===== src/hdl/bblur_pkg.sv =====
// ----------------------------------------------------------------------------
// bblur_pkg: shared types and constants of the 3x3 RGBA box blur
// Frame limits, field widths, controller states, controller/datapath command
// and status words, and the reciprocal lookup for the neighbor-count divide.
// ----------------------------------------------------------------------------
package bblur_pkg;

  // Frame limits.
  localparam int MAX_WIDTH  = 1024;
  localparam int MAX_HEIGHT = 4096;

  // Fixed field widths.
  localparam int FW_W   = 11;  // frame_width register
  localparam int FH_W   = 13;  // frame_height register
  localparam int CFG_DW = 13;  // widest register
  localparam int CFG_AW = 1;   // register index
  localparam int CHAN_W = 8;
  localparam int PIX_W  = 4 * CHAN_W;
  localparam int SUM_W  = CHAN_W + 4;  // nine channel values

  // Register reset values.
  localparam int FW_RESET = 1024;
  localparam int FH_RESET = 1024;

  // Derived widths.
  localparam int COL_W  = $clog2(MAX_WIDTH);
  localparam int W_W    = $clog2(MAX_WIDTH + 1);
  localparam int H_W    = $clog2(MAX_HEIGHT + 1);
  localparam int ROW_W  = $clog2(MAX_HEIGHT) + 1;
  localparam int AREA_W = $clog2(MAX_WIDTH * MAX_HEIGHT + 1);

  // Reciprocal multiply for the divide by the neighbor count.
  localparam int RECIP_SH = 16;
  localparam int RECIP_W  = RECIP_SH + 1;
  localparam int CNT_W    = 4;

  // Register indexes.
  localparam logic [CFG_AW-1:0] REG_FRAME_WIDTH  = 1'b0;
  localparam logic [CFG_AW-1:0] REG_FRAME_HEIGHT = 1'b1;

  // Input item kinds (tuser).
  localparam logic CMD_PIXEL = 1'b0;
  localparam logic CMD_DRAIN = 1'b1;

  typedef enum logic [1:0] {
    S_IDLE,
    S_SHIFT,
    S_SUM,
    S_DIV
  } state_e;

  typedef struct packed {
    logic             load;      // latch input word, start line store read
    logic             zero_pix;  // flush word: store zeros
    logic [COL_W-1:0] addr;      // line store column
    logic             shift;     // advance window, write line stores
    logic             sum;       // register masked window sums
    logic             out_load;  // load the output register
    logic             left_en;
    logic             right_en;
    logic             top_en;
    logic             bot_en;
    logic             frame_end;
  } dp_cmd_t;

  typedef struct packed {
    logic out_free;  // output register empty or drained this cycle
  } dp_stat_t;

  // floor(s / count) == (s * recip(count)) >> RECIP_SH for s <= 9 * 255.
  function automatic logic [RECIP_W-1:0] recip(input logic [CNT_W-1:0] count);
    logic [RECIP_W-1:0] m;
    begin
      unique case (count)
        4'd2:    m = RECIP_W'(32768);
        4'd3:    m = RECIP_W'(21846);
        4'd4:    m = RECIP_W'(16384);
        4'd6:    m = RECIP_W'(10923);
        4'd9:    m = RECIP_W'(7282);
        default: m = RECIP_W'(65536);
      endcase
      return m;
    end
  endfunction

endpackage


===== src/hdl/bblur_ctrl.sv =====
// ----------------------------------------------------------------------------
// bblur_ctrl: sequencer of the 3x3 RGBA box blur
// Holds the frame registers, scan position and output count, decides per
// word whether it is taken, emits a result and closes the frame.
// ----------------------------------------------------------------------------
module bblur_ctrl (
  input  logic                         clk_i,
  input  logic                         rst_ni,
  input  logic                         cfg_we_i,
  input  logic [bblur_pkg::CFG_AW-1:0] cfg_idx_i,
  input  logic [bblur_pkg::CFG_DW-1:0] cfg_wdata_i,
  input  logic                         s_valid_i,
  input  logic                         s_kind_i,
  output logic                         s_ready_o,
  output bblur_pkg::dp_cmd_t           dp_cmd_o,
  input  bblur_pkg::dp_stat_t          dp_stat_i
);
  import bblur_pkg::*;

  state_e              state_q, state_d;
  logic [FW_W-1:0]     fw_q;
  logic [FH_W-1:0]     fh_q;
  logic [AREA_W-1:0]   area;
  logic [COL_W-1:0]    col_q;
  logic [ROW_W-1:0]    row_q;
  logic [AREA_W-1:0]   emit_cnt_q;
  logic                emit_q, last_q, left_q, right_q, top_q, bot_q;

  logic [W_W-1:0]      w_eff;
  logic [H_W-1:0]      h_eff;
  logic                draining, take, px_zero, emit_now, last_now, wrap;
  logic [COL_W:0]      col_inc;
  logic [AREA_W:0]     cnt_inc;

  // Clamp register values into the supported range.
  always_comb begin
    if (fw_q == '0) begin
      w_eff = W_W'(1);
    end else if (int'(fw_q) > MAX_WIDTH) begin
      w_eff = W_W'(MAX_WIDTH);
    end else begin
      w_eff = W_W'(fw_q);
    end
    if (fh_q == '0) begin
      h_eff = H_W'(1);
    end else if (int'(fh_q) > MAX_HEIGHT) begin
      h_eff = H_W'(MAX_HEIGHT);
    end else begin
      h_eff = H_W'(fh_q);
    end
  end

  assign area     = AREA_W'(w_eff) * AREA_W'(h_eff);
  assign draining = row_q >= h_eff;
  assign take     = (state_q == S_IDLE) && s_valid_i && (draining || s_kind_i == CMD_PIXEL);
  assign px_zero  = col_q == '0;
  assign emit_now = (row_q >= ROW_W'(2)) || (row_q == ROW_W'(1) && !px_zero);
  assign cnt_inc  = (AREA_W + 1)'(emit_cnt_q) + (AREA_W + 1)'(1);
  assign last_now = emit_now && (cnt_inc >= (AREA_W + 1)'(area));
  assign col_inc  = (COL_W + 1)'(col_q) + (COL_W + 1)'(1);
  assign wrap     = col_inc >= (COL_W + 1)'(w_eff);

  // Configuration, scan position and per-word flags.
  always_ff @(posedge clk_i or negedge rst_ni) begin
    if (!rst_ni) begin
      fw_q       <= FW_W'(FW_RESET);
      fh_q       <= FH_W'(FH_RESET);
      col_q      <= '0;
      row_q      <= '0;
      emit_cnt_q <= '0;
      emit_q     <= 1'b0;
      last_q     <= 1'b0;
      left_q     <= 1'b0;
      right_q    <= 1'b0;
      top_q      <= 1'b0;
      bot_q      <= 1'b0;
    end else begin
      if (cfg_we_i) begin
        unique case (cfg_idx_i)
          REG_FRAME_WIDTH:  fw_q <= cfg_wdata_i[FW_W-1:0];
          REG_FRAME_HEIGHT: fh_q <= cfg_wdata_i[FH_W-1:0];
          default: ;
        endcase
      end
      if (take) begin
        emit_q  <= emit_now;
        last_q  <= last_now;
        left_q  <= px_zero ? (w_eff > W_W'(1)) : (col_q > COL_W'(1));
        right_q <= !px_zero && ((COL_W + 1)'(col_q) < (COL_W + 1)'(w_eff));
        top_q   <= px_zero ? (row_q > ROW_W'(2)) : (row_q > ROW_W'(1));
        bot_q   <= px_zero ? (row_q <= ROW_W'(h_eff)) : (row_q < ROW_W'(h_eff));
        if (last_now) begin
          col_q      <= '0;
          row_q      <= '0;
          emit_cnt_q <= '0;
        end else begin
          if (wrap) begin
            col_q <= '0;
            row_q <= row_q + ROW_W'(1);
          end else begin
            col_q <= col_inc[COL_W-1:0];
          end
          if (emit_now) begin
            emit_cnt_q <= cnt_inc[AREA_W-1:0];
          end
        end
      end
    end
  end

  always_ff @(posedge clk_i or negedge rst_ni) begin
    if (!rst_ni) begin
      state_q <= S_IDLE;
    end else begin
      state_q <= state_d;
    end
  end

  // Next state.
  always_comb begin
    state_d = state_q;
    unique case (state_q)
      S_IDLE:  if (take) state_d = S_SHIFT;
      S_SHIFT: state_d = emit_q ? S_SUM : S_IDLE;
      S_SUM:   state_d = S_DIV;
      S_DIV:   if (dp_stat_i.out_free) state_d = S_IDLE;
      default: state_d = S_IDLE;
    endcase
  end

  // Outputs.
  always_comb begin
    s_ready_o          = state_q == S_IDLE;
    dp_cmd_o.load      = take;
    dp_cmd_o.zero_pix  = draining;
    dp_cmd_o.addr      = col_q;
    dp_cmd_o.shift     = state_q == S_SHIFT;
    dp_cmd_o.sum       = state_q == S_SUM;
    dp_cmd_o.out_load  = (state_q == S_DIV) && dp_stat_i.out_free;
    dp_cmd_o.left_en   = left_q;
    dp_cmd_o.right_en  = right_q;
    dp_cmd_o.top_en    = top_q;
    dp_cmd_o.bot_en    = bot_q;
    dp_cmd_o.frame_end = last_q;
  end

  a_last_clears: assert property (@(posedge clk_i) disable iff (!rst_ni)
    (take && last_now) |=> (col_q == '0 && row_q == '0 && emit_cnt_q == '0))
    else $error("frame end did not clear the scan position");

  a_sum_needs_emit: assert property (@(posedge clk_i) disable iff (!rst_ni)
    (state_q == S_SUM) |-> emit_q)
    else $error("window sum started for a word without a result");

  a_div_waits: assert property (@(posedge clk_i) disable iff (!rst_ni)
    (state_q == S_DIV && !dp_stat_i.out_free) |=> (state_q == S_DIV))
    else $error("result dropped while the output register was full");

endmodule


===== config.mk =====
export PLATFORM = sky130hd
export DESIGN_NAME = bblur_ctrl
export DESIGN_NICKNAME = d
export VERILOG_FILES = /design/src/hdl/bblur_pkg.sv /design/src/hdl/bblur_ctrl.sv
export SDC_FILE = /design/constraint.sdc
export NUM_CORES = 1
export LEC_CHECK = 0
export BUFFER_PORTS_ARGS = -buffer_cell sky130_fd_sc_hd__buf_2
export CORE_MARGIN = 4
export CORE_UTILIZATION = 40
export DETAILED_ROUTE_END_ITERATION = 10
export SLEW_MARGIN = 5
export SYNTH_ARGS = -nofsm -noshare
export SYNTH_HDL_FRONTEND = slang
export SYNTH_SLANG_ARGS = --single-unit

===== constraint.sdc =====
create_clock -name clk_i -period 8.34 [get_ports clk_i]
set_input_delay 0.834 -clock clk_i [delete_from_list [all_inputs] [get_ports clk_i]]
set_output_delay 0.834 -clock clk_i [all_outputs]
set_load 0.02 [all_outputs]

==> results of run 1 <==
-- cell families after synthesis --
logic type / count (synthesis) / synth area share [%]
AOI/OAI and AO/OA: 189 / 12.2
xor gates and xnor gates: 45 / 3.93
adders and majority gates: 219 / 34.6
buffers and inverters: 210 / 8.49
DFF: 78 / 19.5
muxes: 23 / 2.58
and+or+nand+nor: 406 / 18.8
-- power by group --
group	internal [mW]	switching, mW	leakage, nW
combinational	0.780	1.13	4.42
sequential	0.437	0.0769	1.01
clock	0.235	0.177	0.143
total	1.45	1.39	5.57
-- worst min-delay path by stage --
stage	end	cells past startpoint
2_1_floorplan	emit_q	2
3_3_place_gp	right_q	2
3_5_place_dp	last_q	2
4_1_cts	state_q[0]	1
5_1_grt	emit_cnt_q[4]	1
6_report	emit_cnt_q[0]	1
-- layer usage --
layer | share of wire, % | vias to the layer above
li1 | - | 3966
met3 | 5.0 | 35
met1 | 46 | 4025
met4 | 1.9 | 0
met5 | 0 | -
met2 | 47 | 180
-- layout make-up --
| cell class | instances | area [um2] | area share, % |
|---|---|---|---|
| Timing Repair Buffer | 81 | 536 | 4.83 |
| Tap cell | 324 | 405 | 3.66 |
| Multi-Input combinational cell | 882 | 7240 | 65.4 |
| Sequential cell | 78 | 1950 | 17.6 |
| Clock inverter | 7 | 80.1 | 0.723 |
| Clock buffer | 9 | 225 | 2.03 |
| Inverter | 170 | 638 | 5.76 |
-- synth_stat cells, types with 17 or more instances --
cell type,n,area share [%]
a21oi_1,35,1.7
dfrtp_1,76,19
fa_1,97,19
ha_1,122,15
inv_1,162,6.1
mux2_2,23,2.6
nand2_1,150,5.6
nand3_1,28,1.4
nor2_1,112,4.2
nor2b_1,26,1.6
o21ai_0,59,2.9
xnor2_1,28,2.4
xor2_1,17,1.5
-- flip-flops by register name (all words and copies together), names as in the netlist, named ones only --
register    count
row_q          13
emit_q          1
left_q          1
emit_cnt_q     23
fh_q           13
bot_q           1
right_q         1
col_q          10
top_q           1
state_q         1
fw_q           11
last_q          1
-- worst reg2reg max path: cells and delay by family (launching register included) --
kind            cells  cell delay [ns]
flops               1             0.40
fa+ha+maj           7             3.23
buf+inv             5             0.41
simple gates        8             1.74
xor+xnor            1             0.17
compound gates     10             1.72
-- stage by stage --
stage	total power, mW	setup slack, ns	hold slack, ns	std cells
floorplan	1.92	1.12	0.447	1170
global placement	2.39	0.406	0.456	1532
detailed placement	2.41	0.236	0.461	1532
CTS	2.85	0.209	0.397	1548
global route	3.15	0.0451	0.413	1551
finish	2.84	0.599	0.393	1551
-- timing repair --
item | in CTS | in global routing
endpoints found under the hold margin | 0 | 0
setup endpoints to repair | 0 | 29
resized for setup | 0 | 7
setup buffers | 0 | 3
==> metrics.md, run 1 <==
| Metric | Value |
|---|---|
| Status | completed |
| Mapped cell area | about 10000 um2 |
| Worst path depth | 31 |
| Full die area | between 20000 and 30000 um2 |
| Max stage delay on crit path | 0.54 ns |
| Final setup viols | 0 |
| GR peak layer | met2 |
| Routed len/inst | roughly 16 um |
| Worst-Skew Late Latency | roughly 0.35 ns |
| Initial antenna violation count | 0 |
| Initial core utilization | 41.0% |
| Fill cells | approximately 2400 |
| Clk_skew | roughly 0.011 ns |
| R2r startpoint | fh_q[4] |
| Worst path required time | between 8 and 9 ns |
| Total negative slack | 0 ns |
| Clock transition at the registers of the reported paths | ~0.070 ns |
| Port Buffers | 40 |
| Gpl congestion | ~0.9 |
| Crit-path most repeated cell | fa_1 |
| Final Hold Fails | 0 |
| Final Cycle Share | between 90% and 100% |
| Clk buf depth | 2 |
| Post-layout util | a little under half |
| Power Dens Cells | approximately 260 nW/um2 |
| Post-synth EDFFs | 0 |
| Drt first-iter violations | a little over 600 |
| Commonest non-fill, non-tap cell in the layout | inv_1 |
| ANT cells | 0 |
| Critical path origin | fh_q[4] |
| Dpl hpwl | 20.3 mm |
| Flops & latches, synth | between 70 and 80 |
| Max Clk Rate | 129 MHz |
| Class of the worst hold path | in2async |
| Leakage power | around 5.6 nW |
| Die W | 166 um |
| Minimum clock period | 7.74 ns |
| Fin nets | between 1000 and 1500 |
| Met2 Track Usage GR | 29.6% |
| Worst path top cell family by delay | adder cells |
| Syn Nets | between 1000 and 1500 |
| ANT nets after route | 0 |
| Vias/cell | 5.29 |
| CP Max Fanout | 9 |
| Htree depth | 3 |
| CP max-delay cell | fa_1 |
| Worst Max-Slew Pin Slew | 0.964 ns |
| Worst-case vdd ir drop | about 150 uV |
| Non-Filler Cell Area, Final | 11100 um2 |
| CTS Sinks | 78 |
| Max-cap violations | 0 |
| Reg2Reg Capture Point | emit_cnt_q[22] |
| Relative slew slack | approximately 36% |
| RSZ-0062 raised after global routing | false |
| Drt drc | 0 |
| Yosys warning count | 0 |
| Core footprint | approximately 24000 um2 |
| Root Driver | clkbuf_16 |
| Setup crit end | emit_cnt_q[22] |
| Row count | 57 |
| Slew Limit Fails | 0 |
| Post-synthesis cell count | 1170 |
| Commonest register cell after synthesis | dfrtp_1 |
| First-pass GRT wire length | 42.0 mm |
| Num CTS Buffers | 9 |
| Cell variety after synth | 67 |
| Crit path DAT | 8.02 ns |
| CP Capture Type | flop |
| Vias | between 8000 and 9000 |
| GR Layer Usage met1 | roughly 26% |
| CTS tree | yes |
| IO Count | 41 |
| Syn avg cell area | about 8.6 um2 |
| Area grow syn2layout | 10.5% |
| Overflow after GRT | 0 |
| Hold Buf Count CTS | 0 |
| Overall Global Routing Usage | between 10% and 20% |
| Worst Setup Start Kind | flop |
| Share of post-route cells with drive strength above 1 | between 10% and 20% |
| Vias in the first global route | around 8200 |
| Register area share after synthesis | about a fifth |
| Worst reg-to-reg path cell count | 31 |
| Routing usage on met3 | between 2 and 3% |
| Worst Setup Path Type | reg2reg |
| Flop-to-flop setup slack | 0.60 ns |
| Largest net degree at the start of global routing | 53 |
| Asr flop ratio synth | 100% |
| Die Span Y | approximately 170 um |
| Placed inst area | ~11000 um2 |
| DR pass1 iterations | 5 |
| DRT Wirelength | between 20 and 25 mm |
| Worst path bufs/invs | 5 |
| Commonest cells after routing, fill and taps aside | 162 x inv_1, 150 x nand2_1, 122 x ha_1 |
No activity file was read; power rests on OpenSTA's default activity.
==> run 2: changes to the inputs <==
--- a/config.mk
+++ b/config.mk
@@ -9,6 +9,7 @@
 export CORE_MARGIN = 4
 export CORE_UTILIZATION = 40
 export DETAILED_ROUTE_END_ITERATION = 10
+export PLACE_DENSITY = 0.62
 export SLEW_MARGIN = 5
 export SYNTH_ARGS = -nofsm -noshare
 export SYNTH_HDL_FRONTEND = slang
==> metrics.md, run 2 (same netlist as run 1, synthesis figures left out) <==
| Metric | Value |
|---|---|
| Final Hold Fails | 0 (unchanged) |
| Max Clk Rate | 127 MHz (-1.8%) |
| DRT Wirelength | 24.5 mm (-1.4%) |
| Final worst slack | 0.457 ns (-0.141 ns) |
| Row count | 57 (unchanged) |
| Critical path origin | fh_q[4] |
| Worst-case vdd ir drop | 124 uV (-16%) |
| Commonest cells after routing, fill and taps aside | 162 x inv_1, 149 x nand2_1, 122 x ha_1 |
| Slew Limit Fails | 0 (unchanged) |
| Initial antenna violation count | 0 (unchanged) |
| Storage element area | 1950 um2 (unchanged) |
| Max stage delay on crit path | 0.55 ns (about the same) |
| Crit path DAT | 8.15 ns (+0.13 ns) |
| CTS tree | yes |
| First-pass GRT wire length | 41.2 mm (-1.8%) |
| Pre-CTS setup slack | 0.359 ns (+0.124 ns) |
| Dpl hpwl | 20.0 mm (-1.3%) |
| Root Driver | clkbuf_16 |
| Die W | 166 um (unchanged) |
| Full die area | 27700 um2 (unchanged) |
| Worst Setup Start Kind | flop |
| IO Count | 41 (unchanged) |
| Area grow syn2layout | 9.66% |
| Port Buffers | 40 (unchanged) |
| Die Span Y | 166 um (unchanged) |
| Clk_skew | 0.00690 ns (-0.00381 ns) |
| CTS Sinks | 78 (unchanged) |
| Worst path required time | 8.61 ns (about the same) |
| Overflow after GRT | 0 (unchanged) |
| Drt drc | 0 (unchanged) |
| Total negative slack | 0 ns (unchanged) |
| Max reg flops | 23 (unchanged) |
| Fill cells | 2384 (-1.3%) |
| ANT nets after route | 0 (unchanged) |
| Class of the worst hold path | in2async |
| Initial core utilization | 41.0% (unchanged) |
| Worst path bufs/invs | 5 (unchanged) |
| Top reg by flops | emit_cnt_q |
| Leakage power | 5.53 nW (-0.79%) |
| Vias | 8193 (-0.16%) |
| DR pass1 iterations | 6 (+1) |
| Final Power | 2.77 mW (-2.6%) |
| Final setup viols | 0 (unchanged) |
| Clock transition at the registers of the reported paths | 0.06 ns (about the same) |
| Commonest non-fill, non-tap cell in the layout | inv_1 |
| RSZ-0062 raised after global routing | false |
| Flop-to-flop setup slack | 0.46 ns (-0.14 ns) |
| R2r startpoint | fh_q[4] |
| Routed len/inst | 15.8 um (-0.98%) |
| Relative slew slack | 32.1% (-3.5 points) |
| Post-layout util | 44.9% (-0.36 points) |
| Vias/cell | 5.31 (+0.29%) |
| Minimum clock period | 7.88 ns (+0.141 ns) |
| Power Dens Cells | 252 nW/um2 (-1.8%) |
| CP max-delay cell | fa_1 |
| CP Capture Type | flop |
| Core footprint | 24500 um2 (unchanged) |
| Fin nets | 1454 (-0.48%) |
| CP Max Fanout | 13 (+4) |
| Gpl congestion | 0.901 (+0.19%) |
| Overall Global Routing Usage | 18.0% (-0.37 points) |
| Final Cycle Share | 94.5% (+1.7 points) |
| Worst-Skew Late Latency | 0.35 ns (about the same) |
| Largest net degree at the start of global routing | 51 (-3.8%) |
| Max-cap violations | 0 (unchanged) |
| Worst path top cell family by delay | adder cells |
| Worst reg-to-reg path cell count | 31 (unchanged) |
| Worst Max-Slew Pin Slew | 1.02 ns (+0.0528 ns) |
| Area of the multi-input gates | 7240 um2 (-0.10%) |
| ANT cells | 0 (unchanged) |
| Vias in the first global route | 8113 (-1.4%) |
| Top Registers | emit_cnt_q (23), fh_q (13), row_q (13) |
| Worst path depth | 31 (unchanged) |
| Htree depth | 3 (unchanged) |
| Share of post-route cells with drive strength above 1 | 11.6% (-0.75 points) |
| Clk buf depth | 2 (unchanged) |
| Drt first-iter violations | 548 (-11%) |
| Status | completed |
| Num CTS Buffers | 9 (unchanged) |
| Worst Setup Path Type | reg2reg |
==> run 2: cell count changes in the layout (fill, tap and decap cells not counted), sizes merged <==
| cell | previous run | this run |
|---|---|---|
| buf | 81 | 74 |
| clkbuf | 9 | 13 |
| clkinvlp | 2 | 1 |
| inv | 166 | 163 |
==> run 2: stage by stage <==
step	hold slack [ns]	cell area [um2]	cells
floorplan	0.447	10000	1170
global placement	0.459	10700	1525
detailed placement	0.465	10700	1525
CTS	0.423	11000	1541
global route	0.438	11000	1544
finish	0.412	11000	1544
==> run 2: cell type report <==
cell class,instances,share of cell area [%]
clock buffer,13,2.37
clock inverter,3,0.387
inverter,170,5.80
multi-input combinational,882,65.8
sequential,78,17.8
tap,324,3.69
timing repair buffer,74,4.16
==> run 2: where the power goes <==
| part | leakage (nW) | internal, mW | switching [mW] |
|---|---|---|---|
| sequential | 1.01 | 0.438 | 0.0768 |
| combinational | 4.37 | 0.742 | 1.10 |
| clock | 0.146 | 0.248 | 0.163 |
==> run 2: timing repair <==
action | 4_1_cts | 5_1_grt
buffers inserted | 0 | 3
endpoints found under the hold margin | 0 | 0
setup endpoints to repair | 0 | 41
hold buffers | 0 | 0
gates resized for setup | 0 | 5
==> run 2: path summary, 6_finish.rpt <==
path / endpoint
max in group asynchronous: fh_q[7]
worst min register to register: right_q
worst min-delay path: emit_cnt_q[0]
worst max register to register: emit_cnt_q[22]
min in group clk_i: right_q
worst max-delay path: emit_cnt_q[22]
==> run 2: per-layer routing <==
layer / share of wire, % / vias to the layer above / track usage (%)
met1: 45 / 4029 / 24.5
met3: 4.9 / 37 / 2.95
li1: - / 3948 / -
met4: 2.2 / 0 / 5.09
met2: 48 / 179 / 29.8
met5: 0 / - / 0
